[src/design/wbct_pkg.sv]
package wbct_pkg;

   // Default geometry of the cache.
   localparam int SLOTS_DEFAULT      = 16;
   localparam int BLOCK_BITS_DEFAULT = 16;

   // Fixed widths of the request and response fields.
   localparam int ID_W     = 16;
   localparam int SLOT_W   = 4;
   localparam int STATUS_W = 2;

   // Request action codes.
   localparam logic ACT_READ  = 1'b0;
   localparam logic ACT_WRITE = 1'b1;

   // Response status codes.
   localparam logic [STATUS_W-1:0] STATUS_OK         = 2'd0;
   localparam logic [STATUS_W-1:0] STATUS_WRITE_FAIL = 2'd1;
   localparam logic [STATUS_W-1:0] STATUS_READ_FAIL  = 2'd2;

   // Commands from the controller to the datapath.
   typedef struct packed {
      logic load_req;
      logic commit;
   } wbct_cmd_type;

endpackage

[src/design/write_back_block_cache_tags.sv]
// A request is captured in the request register, and the parallel tag compare and state
// update are committed into the response register as soon as that register is free.
// A new request is taken only once the last one has been committed: the request register
// is followed by the parallel tag compare and state update, and a response still waiting
// in its register holds the lookup back, and with it the next request.
// Reset clears the valid bits, dirty bits, victim pointer and handshake state;
// the tag store is not cleared and is only read where its valid bit is set.
module write_back_block_cache_tags #(
   parameter int SLOTS      = wbct_pkg::SLOTS_DEFAULT,
   parameter int BLOCK_BITS = wbct_pkg::BLOCK_BITS_DEFAULT
) (
   input  logic                          clock,
   input  logic                          reset,
   input  logic                          req_valid,
   output logic                          req_ready,
   input  logic                          req_action,
   input  logic [wbct_pkg::ID_W-1:0]     req_block_id,
   input  logic                          req_store_write_fails,
   input  logic                          req_store_read_fails,
   output logic                          rsp_valid,
   input  logic                          rsp_ready,
   output logic                          rsp_hit,
   output logic [wbct_pkg::SLOT_W-1:0]   rsp_slot,
   output logic                          rsp_evict_write,
   output logic [wbct_pkg::ID_W-1:0]     rsp_evict_block,
   output logic                          rsp_fetch,
   output logic                          rsp_direct_write,
   output logic [wbct_pkg::STATUS_W-1:0] rsp_status
);

   wbct_pkg::wbct_cmd_type cmd;

   // Handshake and sequencing.
   wbct_ctrl u_ctrl (
      .clock     (clock),
      .reset     (reset),
      .req_valid (req_valid),
      .req_ready (req_ready),
      .rsp_valid (rsp_valid),
      .rsp_ready (rsp_ready),
      .cmd       (cmd)
   );

   // Tags, policy state and response register.
   wbct_dpath #(
      .SLOTS      (SLOTS),
      .BLOCK_BITS (BLOCK_BITS)
   ) u_dpath (
      .clock                 (clock),
      .reset                 (reset),
      .cmd                   (cmd),
      .req_action            (req_action),
      .req_block_id          (req_block_id),
      .req_store_write_fails (req_store_write_fails),
      .req_store_read_fails  (req_store_read_fails),
      .rsp_hit               (rsp_hit),
      .rsp_slot              (rsp_slot),
      .rsp_evict_write       (rsp_evict_write),
      .rsp_evict_block       (rsp_evict_block),
      .rsp_fetch             (rsp_fetch),
      .rsp_direct_write      (rsp_direct_write),
      .rsp_status            (rsp_status)
   );

endmodule

[src/design/wbct_ctrl.sv]
module wbct_ctrl (
   input  logic                  clock,
   input  logic                  reset,
   input  logic                  req_valid,
   output logic                  req_ready,
   output logic                  rsp_valid,
   input  logic                  rsp_ready,
   output wbct_pkg::wbct_cmd_type cmd
);

   localparam logic ST_IDLE = 1'b0;
   localparam logic ST_LOOK = 1'b1;

   logic state_ff;
   logic state_in;
   logic rsp_valid_ff;
   logic rsp_valid_in;
   logic out_free;

   // The response register is free when empty or when it is being taken.
   assign out_free  = !rsp_valid_ff || rsp_ready;
   assign req_ready = (state_ff == ST_IDLE);
   assign rsp_valid = rsp_valid_ff;

   // Next state and commands.
   always_comb begin
      state_in     = state_ff;
      rsp_valid_in = rsp_valid_ff && !rsp_ready;
      cmd.load_req = 1'b0;
      cmd.commit   = 1'b0;
      unique case (state_ff)
         ST_IDLE: begin
            if (req_valid) begin
               cmd.load_req = 1'b1;
               state_in     = ST_LOOK;
            end
         end
         ST_LOOK: begin
            if (out_free) begin
               cmd.commit   = 1'b1;
               rsp_valid_in = 1'b1;
               state_in     = ST_IDLE;
            end
         end
         default: begin
            state_in = ST_IDLE;
         end
      endcase
   end

   // State registers.
   always_ff @(posedge clock) begin
      if (reset) begin
         state_ff     <= ST_IDLE;
         rsp_valid_ff <= 1'b0;
      end else begin
         state_ff     <= state_in;
         rsp_valid_ff <= rsp_valid_in;
      end
   end

   // A response only appears after a lookup cycle.
   a_rsp_after_lookup: assert property (@(posedge clock) disable iff (reset)
      $rose(rsp_valid_ff) |-> $past(state_ff == ST_LOOK))
      else $error("response raised without a lookup");

   // A commit always returns the controller to idle with a response pending.
   a_commit_done: assert property (@(posedge clock) disable iff (reset)
      cmd.commit |=> (state_ff == ST_IDLE) && rsp_valid_ff)
      else $error("commit did not complete");

endmodule

[src/design/wbct_dpath.sv]
module wbct_dpath #(
   parameter int SLOTS      = wbct_pkg::SLOTS_DEFAULT,
   parameter int BLOCK_BITS = wbct_pkg::BLOCK_BITS_DEFAULT
) (
   input  logic                          clock,
   input  logic                          reset,
   input  wbct_pkg::wbct_cmd_type        cmd,
   input  logic                          req_action,
   input  logic [wbct_pkg::ID_W-1:0]     req_block_id,
   input  logic                          req_store_write_fails,
   input  logic                          req_store_read_fails,
   output logic                          rsp_hit,
   output logic [wbct_pkg::SLOT_W-1:0]   rsp_slot,
   output logic                          rsp_evict_write,
   output logic [wbct_pkg::ID_W-1:0]     rsp_evict_block,
   output logic                          rsp_fetch,
   output logic                          rsp_direct_write,
   output logic [wbct_pkg::STATUS_W-1:0] rsp_status
);

   localparam int PTR_W = (SLOTS > 1) ? $clog2(SLOTS) : 1;
   localparam int SW    = (PTR_W > wbct_pkg::SLOT_W) ? PTR_W : wbct_pkg::SLOT_W;
   localparam int XW    = (BLOCK_BITS > wbct_pkg::ID_W) ? BLOCK_BITS : wbct_pkg::ID_W;

   // Captured request.
   logic                  action_ff;
   logic [BLOCK_BITS-1:0] blk_ff;
   logic                  wfail_ff;
   logic                  rfail_ff;
   logic [XW-1:0]         id_ext;

   // Cache state.
   logic [BLOCK_BITS-1:0] tag_ff [SLOTS];
   logic [SLOTS-1:0]      valid_ff;
   logic [SLOTS-1:0]      valid_in;
   logic [SLOTS-1:0]      dirty_ff;
   logic [SLOTS-1:0]      dirty_in;
   logic [PTR_W-1:0]      ptr_ff;
   logic [PTR_W-1:0]      ptr_in;

   // Lookup results.
   logic [SLOTS-1:0]      match;
   logic                  hit_any;
   logic [PTR_W-1:0]      hit_idx;
   logic                  victim_dirty;
   logic                  wb_failed;
   logic                  read_miss;
   logic                  tag_we;
   logic [XW-1:0]         victim_ext;
   logic [SW-1:0]         slot_wide;

   // Response registers.
   logic                          hit_ff;
   logic                          hit_in;
   logic [wbct_pkg::SLOT_W-1:0]   slot_ff;
   logic [wbct_pkg::SLOT_W-1:0]   slot_in;
   logic                          evw_ff;
   logic                          evw_in;
   logic [wbct_pkg::ID_W-1:0]     evb_ff;
   logic [wbct_pkg::ID_W-1:0]     evb_in;
   logic                          fetch_ff;
   logic                          fetch_in;
   logic                          direct_ff;
   logic                          direct_in;
   logic [wbct_pkg::STATUS_W-1:0] status_ff;
   logic [wbct_pkg::STATUS_W-1:0] status_in;

   assign id_ext = XW'(req_block_id);

   // Request capture.
   always_ff @(posedge clock) begin
      if (cmd.load_req) begin
         action_ff <= req_action;
         blk_ff    <= id_ext[BLOCK_BITS-1:0];
         wfail_ff  <= req_store_write_fails;
         rfail_ff  <= req_store_read_fails;
      end
   end

   // Parallel tag compare. Valid tags are unique, so the index is an OR.
   always_comb begin
      hit_idx = '0;
      for (int i = 0; i < SLOTS; i++) begin
         match[i] = valid_ff[i] && (tag_ff[i] == blk_ff);
         if (match[i]) begin
            hit_idx = hit_idx | PTR_W'(i);
         end
      end
      hit_any = |match;
   end

   // Replacement and response decisions.
   always_comb begin
      victim_dirty = valid_ff[ptr_ff] && dirty_ff[ptr_ff];
      read_miss    = !hit_any && (action_ff == wbct_pkg::ACT_READ);
      wb_failed    = victim_dirty && wfail_ff;
      victim_ext   = XW'(tag_ff[ptr_ff]);
      valid_in     = valid_ff;
      dirty_in     = dirty_ff;
      ptr_in       = ptr_ff;
      tag_we       = 1'b0;
      hit_in       = hit_any;
      slot_wide    = '0;
      evw_in       = 1'b0;
      evb_in       = '0;
      fetch_in     = 1'b0;
      direct_in    = 1'b0;
      status_in    = wbct_pkg::STATUS_OK;
      if (hit_any) begin
         slot_wide = SW'(hit_idx);
         if (action_ff == wbct_pkg::ACT_WRITE) begin
            dirty_in[hit_idx] = 1'b1;
         end
      end else if (!read_miss) begin
         // Write miss goes around the cache.
         direct_in = 1'b1;
         status_in = wfail_ff ? wbct_pkg::STATUS_WRITE_FAIL : wbct_pkg::STATUS_OK;
      end else begin
         // Read miss: take the victim and advance the pointer.
         slot_wide = SW'(ptr_ff);
         ptr_in    = (ptr_ff == PTR_W'(SLOTS - 1)) ? '0 : ptr_ff + 1'b1;
         if (victim_dirty) begin
            evw_in = 1'b1;
            evb_in = victim_ext[wbct_pkg::ID_W-1:0];
         end
         if (wb_failed) begin
            status_in = wbct_pkg::STATUS_WRITE_FAIL;
         end else begin
            fetch_in         = 1'b1;
            dirty_in[ptr_ff] = 1'b0;
            valid_in[ptr_ff] = !rfail_ff;
            tag_we           = !rfail_ff;
            status_in = rfail_ff ? wbct_pkg::STATUS_READ_FAIL : wbct_pkg::STATUS_OK;
         end
      end
      slot_in = slot_wide[wbct_pkg::SLOT_W-1:0];
   end

   // Tag store: one write port, no reset.
   always_ff @(posedge clock) begin
      if (cmd.commit && tag_we) begin
         tag_ff[ptr_ff] <= blk_ff;
      end
   end

   // Valid, dirty and pointer state.
   always_ff @(posedge clock) begin
      if (reset) begin
         valid_ff <= '0;
         dirty_ff <= '0;
         ptr_ff   <= '0;
      end else if (cmd.commit) begin
         valid_ff <= valid_in;
         dirty_ff <= dirty_in;
         ptr_ff   <= ptr_in;
      end
   end

   // Response payload register.
   always_ff @(posedge clock) begin
      if (cmd.commit) begin
         hit_ff    <= hit_in;
         slot_ff   <= slot_in;
         evw_ff    <= evw_in;
         evb_ff    <= evb_in;
         fetch_ff  <= fetch_in;
         direct_ff <= direct_in;
         status_ff <= status_in;
      end
   end

   assign rsp_hit          = hit_ff;
   assign rsp_slot         = slot_ff;
   assign rsp_evict_write  = evw_ff;
   assign rsp_evict_block  = evb_ff;
   assign rsp_fetch        = fetch_ff;
   assign rsp_direct_write = direct_ff;
   assign rsp_status       = status_ff;

   // No two valid slots ever hold the same block.
   a_unique_tags: assert property (@(posedge clock) disable iff (reset)
      cmd.commit |-> $onehot0(match))
      else $error("duplicate valid tag");

   // Fetch and direct write exclude each other, as do a hit and an eviction.
   a_exclusive_ops: assert property (@(posedge clock) disable iff (reset)
      cmd.commit |=> !(fetch_ff && direct_ff) && !(hit_ff && evw_ff))
      else $error("conflicting response flags");

   // A failed write-back leaves the victim slot valid and dirty.
   a_failed_wb_keeps: assert property (@(posedge clock) disable iff (reset)
      (cmd.commit && read_miss && wb_failed) |=>
         ($past(valid_ff) == valid_ff) && ($past(dirty_ff) == dirty_ff))
      else $error("failed write-back changed the victim");

endmodule

[config.mk]
export PLATFORM = sky130hd
export DESIGN_NAME = write_back_block_cache_tags
export DESIGN_NICKNAME = d
export VERILOG_FILES = /design/src/design/wbct_pkg.sv /design/src/design/write_back_block_cache_tags.sv /design/src/design/wbct_ctrl.sv /design/src/design/wbct_dpath.sv
export SDC_FILE = /design/constraint.sdc
export NUM_CORES = 1
export LEC_CHECK = 0
export ABC_AREA = 0
export ABC_CLOCK_PERIOD_IN_PS = 8330
export BUFFER_PORTS_ARGS = -buffer_cell sky130_fd_sc_hd__buf_4
export CAP_MARGIN = 20
export CORE_MARGIN = 4
export CORE_UTILIZATION = 60
export CTS_CLUSTER_DIAMETER = 60
export DETAILED_ROUTE_END_ITERATION = 8
export GPL_ROUTABILITY_DRIVEN = 0
export PLACE_DENSITY = 0.82
export RECOVER_POWER = 100
export SLEW_MARGIN = 20
export SYNTH_ARGS = -nofsm -noshare
export SYNTH_HDL_FRONTEND = slang
export SYNTH_SLANG_ARGS = --single-unit
[constraint.sdc]
create_clock -name clock -period 8.33 [get_ports clock]
set_clock_uncertainty 0.2 [all_clocks]
set_input_delay 2.499 -clock clock [delete_from_list [all_inputs] [get_ports clock]]
set_output_delay 2.499 -clock clock [all_outputs]
set_load 0.01 [all_outputs]
# [Word level (Yosys, flattened, before mapping)]
# Memory sizes are Yosys's and may differ from the RTL's. A register that Yosys moved wholly into a read port is not among the register bits.
# Index checks and enable logic that the tools add are counted.
[op_classes] add_sub_neg=1 n_lt_le_gt_ge=4 n_eq_ne=19 mux=51 bitwise_logic=9 reduce_logical=35
[ops] op="$eq 16x16->1" n=16
[ops] op="$mux 16" n=4
[ops] op="$mux 4" n=11
[ops] op="$logic_and 1x1->1" n=23
[ops] op="$mux 1" n=21
[ops] op="$reduce_or 18->1" n=1
[ops] op="$reduce_or 17->1" n=1
[ops] op="$and 16x16->16" n=1
[ops] op="$bwmux 16" n=1
[ops] op="$not 16->16" n=1
[ops] op="$or 16x16->16" n=1
[ops] op="$reduce_or 16->1" n=1
[ops] op="$mux 3" n=4
[ops] op="$lt 4x5->1 const B" n=2
[ops] op="$mux 2" n=5
[ops] op="$bmux 1 s4" n=2
[ops] op="$demux 1 s4" n=2
[ops] op="$ge 4x1->1 const B" n=2
[ops] op="$reduce_and 4->1" n=2
[ops] op="$not 1->1" n=6
[ops] op="$add 4x1->4 const B" n=1
[ops] op="$eq 4x4->1 const B" n=1
[ops] op="$logic_not 1->1" n=4
[ops] op="$ne 2x1->1 const B" n=2
[ops] op="4 further kinds" n=4
[totals] reg_bits=67 ram_bits=256 input_bits=23 output_inout_bits=28 word_cells=135 mem_count=1
[memory_table] memory="u_dpath.tag_ff" depth=16 word_bits=16 read_ports=17 rd_clocked_by_memory_dff=1 write_ports=1 line_no="wbct_dpath.sv:33" text="logic [BLOCK_BITS-1:0] tag_ff [SLOTS];"

# [Depth between registers and ports, before layout]
# An unclocked memory read counts as a cell.
[logic_depth] word_depth=25 ltp_mapped=11 depth_no_buf=8

# [Modules after synthesis]
# From an unflattened synthesis, not the netlist that was laid out.
[unflattened] hier_cells=1068 area_unflattened_um2=16323.2
[modules_own_cells] module="wbct_dpath" instances=1 cells_per_inst=1059 area_each_um2=16235.6 seq_area_each_um2=9759.4
[modules_own_cells] module="wbct_ctrl" instances=1 cells_per_inst=9 area_each_um2=87.6 seq_area_each_um2=40.0

# [Worst setup path after synthesis]
# Ideal clock, no wire load.
[synth_path] path_type="in2reg" start="in rsp_ready" end="mem u_dpath.tag_ff[5][0] (netlist bit), enable pin" setup_ps=409 arrival_time_ps=4491 required_time_ps=7721 slack_ps=3229 stages=6 n_path_buf=0 cell_sequence="nand2b_1 -> nand2_1 -> nor2_1 -> a21boi_0 -> nand4_1 -> nor3_1"
[synth_between] elab_chain_cells=6
[synth_lines] item="start, declared" line_no="write_back_block_cache_tags.sv:21" text="input logic rsp_ready,"
[synth_lines] item="$logic_or 1x1->1" line_no="wbct_ctrl.sv:21" text="assign out_free = !rsp_valid_ff || rsp_ready;"
[synth_lines] item="$mux 1" line_no="wbct_ctrl.sv:39" text="if (out_free) begin"
[synth_lines] item="$mux 1" line_no="wbct_ctrl.sv:31" text="unique case (state_ff)"
[synth_lines] item="$logic_and 1x1->1" line_no="wbct_dpath.sv:141" text="if (cmd.commit && tag_we) begin"
[synth_lines] item="$mux 1" line_no="wbct_dpath.sv:141"
[synth_lines] item="$mux 1 (implied by the code)" line_no="wbct_dpath.sv:142" text="tag_ff[ptr_ff] <= blk_ff;"
[synth_lines] item="end, declared" line_no="wbct_dpath.sv:33"
# No other way between the ends.

# [Final worst setup path]
[layout_path] start="reg u_dpath.blk_ff[5]" end="mem u_dpath.tag_ff[5][12] (netlist bit), enable pin"
[layout_between] elab_chain_cells=10 elab_cells_between_ends=40 cone_classes="eq/ne: 16; mux: 4; reduce/logical: 20"
[layout_lines] item="start, declared" line_no="wbct_dpath.sv:27" text="logic [BLOCK_BITS-1:0] blk_ff;"
[layout_lines] item="start signal, assigned" line_no="wbct_dpath.sv:74" text="blk_ff <= id_ext[BLOCK_BITS-1:0];"
[layout_lines] item="$eq 16x16->1" line_no="wbct_dpath.sv:84" text="match[i] = valid_ff[i] && (tag_ff[i] == blk_ff);"
[layout_lines] item="$logic_and 1x1->1" line_no="wbct_dpath.sv:84"
[layout_lines] item="$reduce_or 16->1 *" line_no="wbct_dpath.sv:89" text="hit_any = |match;"
[layout_lines] item="$logic_not 1->1" line_no="wbct_dpath.sv:95" text="read_miss = !hit_any && (action_ff == wbct_pkg::ACT_READ);"
[layout_lines] item="$logic_and 1x1->1" line_no="wbct_dpath.sv:95"
[layout_lines] item="$mux 1" line_no="wbct_dpath.sv:114" text="end else if (!read_miss) begin"
[layout_lines] item="$mux 1 *" line_no="wbct_dpath.sv:109" text="if (hit_any) begin"
[layout_lines] item="$logic_and 1x1->1 *" line_no="wbct_dpath.sv:141"
[layout_lines] item="$mux 1 *" line_no="wbct_dpath.sv:141"
[layout_lines] item="$mux 1 (implied by the code) *" line_no="wbct_dpath.sv:142"
# Every way passes the cells marked *; elsewhere a longest branch is shown, timed or not.

==> impl_results.md <==
- Main synth FF type: edfxtp_1
- Netlist cell types: 53
- Pleak: 5.75 nW
- CP Cell Sequence: clkbuf_1 > xnor2_1 > nand4_1 > or4_1 > o22ai_1 > nor4_1 > clkbuf_1 > nand4_1 > nor3_1
- Clk slew on worst S/H paths: 0.06 ns
- Total power: 0.00376 W
- Synth Warn #: 0
- Crit. path cell count: 9
- P&R area growth vs syn: 9.08%
- TritonRoute pass-1 iters: 6
- Share of cells above drive strength 1: 15.3%
- Clk buf depth: 3
- Initial antenna violation count: 2
- Multi-input logic area: 6000 µm²
- Vias in the first global route: 9746
- Avg Cell Area, Syn: 15.1 µm²
- Status: finished, violations left
- Starting DRT DRC Count: 1539
- Overflow after GRT: 0
- CP max FO: 32
- Tcrit/Tclk final: 75.6%
- Total track usage: 28.0%
- Failing checks: max-capacitance violations, max-slew violations
- # DRC: 0
- Sink Count: 339
- Slowest-stage cell, CP: nor3_1
- Post-CTS Setup Inserts: 0
- Port Buffers: 50
- Core ar.: 27000 µm²
- Fillers: 1824
- Final setup vio count: 0
- Period minus WS final: 6.29 ns
- Final ANT Viol Nets: 0
- Initial core utilization: 60.9%
- RSZ-0062 raised after global routing: no
- Post-layout util: 66.5%
- Sequential share of the synthesized area: 59.7%
- Worst setup path class: flip-flop to flip-flop
- Count of flip-flops with a built-in enable after synthesis: 301
- VDD IR-drop max: 0.162 mV
- Final #Nets: 1150
- Synthesized area: 16400 µm²
- Dominant cell type by area after synthesis: edfxtp_1
- Global-route wire length before repair: 63.3 mm
- Setup TNS: 0 ns
- Critical path buffers and inverters: 2
- Max-cap viol count: 18
- Horiz. Die Dim: 173 µm
- Crit path max-delay family: simple AND/OR/NAND/NOR gates
- Root Buffer Master: clkbuf_16
- Worst EP required: 8.23 ns
- Routed WL: 42.4 mm
- Worst Hold Class: flip-flop to flip-flop
- TritonCTS clock tree: done
- Synth Instances: 1087
- HPWL after DPL: 28.5 mm
- Final Hold Fails: 0
- Hold Crit Depth: 2
- Max incr delay on CP: 1.59 ns
- Via density: 6.83
- Reg area: 9810 µm²
- Ant diodes: 0
- Critical Path Source Type: flip-flop
- Clock Latency Late Sink: 0.53 ns
- Largest cells by area after synthesis: edfxtp_1, xor2_1, mux4_2
- Max Fclk: 159 MHz
- FFs w/ async S/R, synth: 0%
- Crit path DAT: 6.20 ns
- Slew Limit Headroom: -59.1%
- Global Route met1 Usage: 40.7%
- Mapped Nets: 1114
- Die Y: 173 µm
- Power density over the cells: 210 nW/µm²
- Worst Tran Pin Value: 2.39 ns
- Post-route setup slack: 2.04 ns
- CTS HTree Levels: 2
- Num rows: 60
- Top-area cell type share of the netlist area: 55.0%
- Grt met3 use: 5.54%
- Met2 usage: 42.9%
- Drt wl/cell: 28.4 µm
- Vias: 10200
- Reg2reg path depth: 9
- Resized Gates After CTS: 0
- Die area: 30100 µm²
- Total CTS buffers: 36
- Max Slew Vio Count: 562
- Global route hottest layer: met2
- Hold_buf cts: 0
- Placement Setup Slack: 3.02 ns
- Ports: 51
- Post-synthesis register bit count: 339
- Critical Path End Type: flip-flop
- Pin count of the biggest net entering global routing: 77
-- final timing paths --
path	startpoint	end	slack (ns)
hold reg to reg	u_dpath.dirty_ff[4]$_SDFFE_PP0P_	u_dpath.dirty_ff[4]$_SDFFE_PP0P_	0.28
setup / recovery	u_dpath.blk_ff[5]$_DFFE_PP_	u_dpath.tag_ff[5][12]$_DFFE_PP_	2.04
hold / removal	u_dpath.dirty_ff[4]$_SDFFE_PP0P_	u_dpath.dirty_ff[4]$_SDFFE_PP0P_	0.28
setup reg to reg	u_dpath.blk_ff[5]$_DFFE_PP_	u_dpath.tag_ff[5][12]$_DFFE_PP_	2.04
-- routing by layer --
| layer | routed length [µm] | share of wire (%) |
|---|---|---|
| met1 | 16000 | 38 |
| met2 | 19000 | 45 |
| met3 | 5430 | 13 |
| met4 | 1910 | 4.5 |
| met5 | 34 | 0.080 |
-- synth_stat cells (9+ instances only) --
cell / number
nor4_1: 48
clkbuf_1: 29
nor2_1: 19
buf_6: 19
and2_1: 11
and3_1: 14
xnor2_1: 30
nand3_1: 11
o21ai_0: 12
a311oi_1: 9
nor2b_1: 20
inv_1: 25
edfxtp_1: 301
nand4_1: 23
xor2_1: 226
o22ai_1: 12
mux4_2: 80
a311o_1: 12
dfxtp_1: 38
a31oi_1: 13
buf_4: 17
nand2_1: 30
nor3_1: 17
-- cell usage in the layout (no fill, tap or decap), types with 3 or more instances in the layout --
cell type / count
edfxtp_1: 301
xor2_1: 226
mux4_2: 80
clkbuf_1: 55
nor4_1: 48
clkbuf_16: 37
dfxtp_1: 36
nand2_1: 30
xnor2_1: 30
inv_1: 24
nand4_1: 23
clkbuf_4: 21
nor2b_1: 20
nor2_1: 19
nor3_1: 17
o21ai_0: 16
and3_1: 14
o22ai_1: 13
a31oi_1: 13
a311o_1: 12
nand3_1: 11
a311oi_1: 9
a21oi_1: 7
clkinv_1: 6
and2_1: 6
clkinv_2: 6
o211ai_1: 5
and2_0: 5
buf_4: 5
ha_1: 4
bufinv_16: 4
nand2b_1: 3
a31o_2: 3
a211oi_1: 3
o32ai_1: 3
clkbuf_8: 3
-- worst reg2reg max path, stage by stage (launching register included) --
cell      delay (ns)
edfxtp_1        0.32
clkbuf_1        1.56
xnor2_1         0.37
nand4_1         0.21
or4_1           0.19
o22ai_1         0.18
nor4_1          0.37
clkbuf_1        0.50
nand4_1         0.37
nor3_1          1.59
-- layout make-up --
cell class                 instances  share of cell area (%)
inverter                          25                   0.524
clock buffer                      46                    5.53
clock inverter                    20                    1.17
tap                              341                    2.38
sequential                       339                    54.8
multi-input combinational        646                    33.5
timing repair buffer              75                    2.12
-- per-stage QoR --
stage	hold WS [ns]	std cells	instance area [µm²]
CTS	0.276	1491	18100
detailed placement	0.267	1425	16900
floorplan	0.252	1087	16400
finish	0.277	1492	17900
global route	0.296	1492	17900
global placement	0.258	1425	16900
-- power by group --
group	switching [W]	internal, W	total (W)
Sequential	0.0000202	0.00187	0.00189
Clock	0.000657	0.000968	0.00163
Combinational	0.000156	0.0000864	0.000242
-- state kept, by name, indices dropped and copies added (netlist names) --
| signal | flops |
|---|---|
| u_dpath.rsp_evict_block | 16 |
| u_dpath.valid_ff | 16 |
| u_dpath.rsp_hit | 1 |
| u_dpath.rsp_slot | 4 |
| u_dpath.rfail_ff | 1 |
| u_ctrl.rsp_valid | 1 |
| u_dpath.ptr_ff | 4 |
| u_dpath.action_ff | 1 |
| u_dpath.rsp_fetch | 1 |
| u_dpath.wfail_ff | 1 |
| u_dpath.rsp_status | 2 |
| u_ctrl.state_ff | 1 |
| u_dpath.rsp_evict_write | 1 |
| u_dpath.tag_ff | 256 |
| u_dpath.rsp_direct_write | 1 |
| u_dpath.dirty_ff | 16 |
| u_dpath.blk_ff | 16 |
-- logic make-up after synthesis --
group	after synthesis	synth area share, %
xor gates and xnor gates	257	13.8
and+or+nand+nor	210	7.35
DFF	339	59.7
muxes	82	11.1
AOI/OAI and AO/OA	93	4.17
buffers and inverters	102	3.64
adders and majority gates	4	0.305
(Power assumes the default switching activity.)
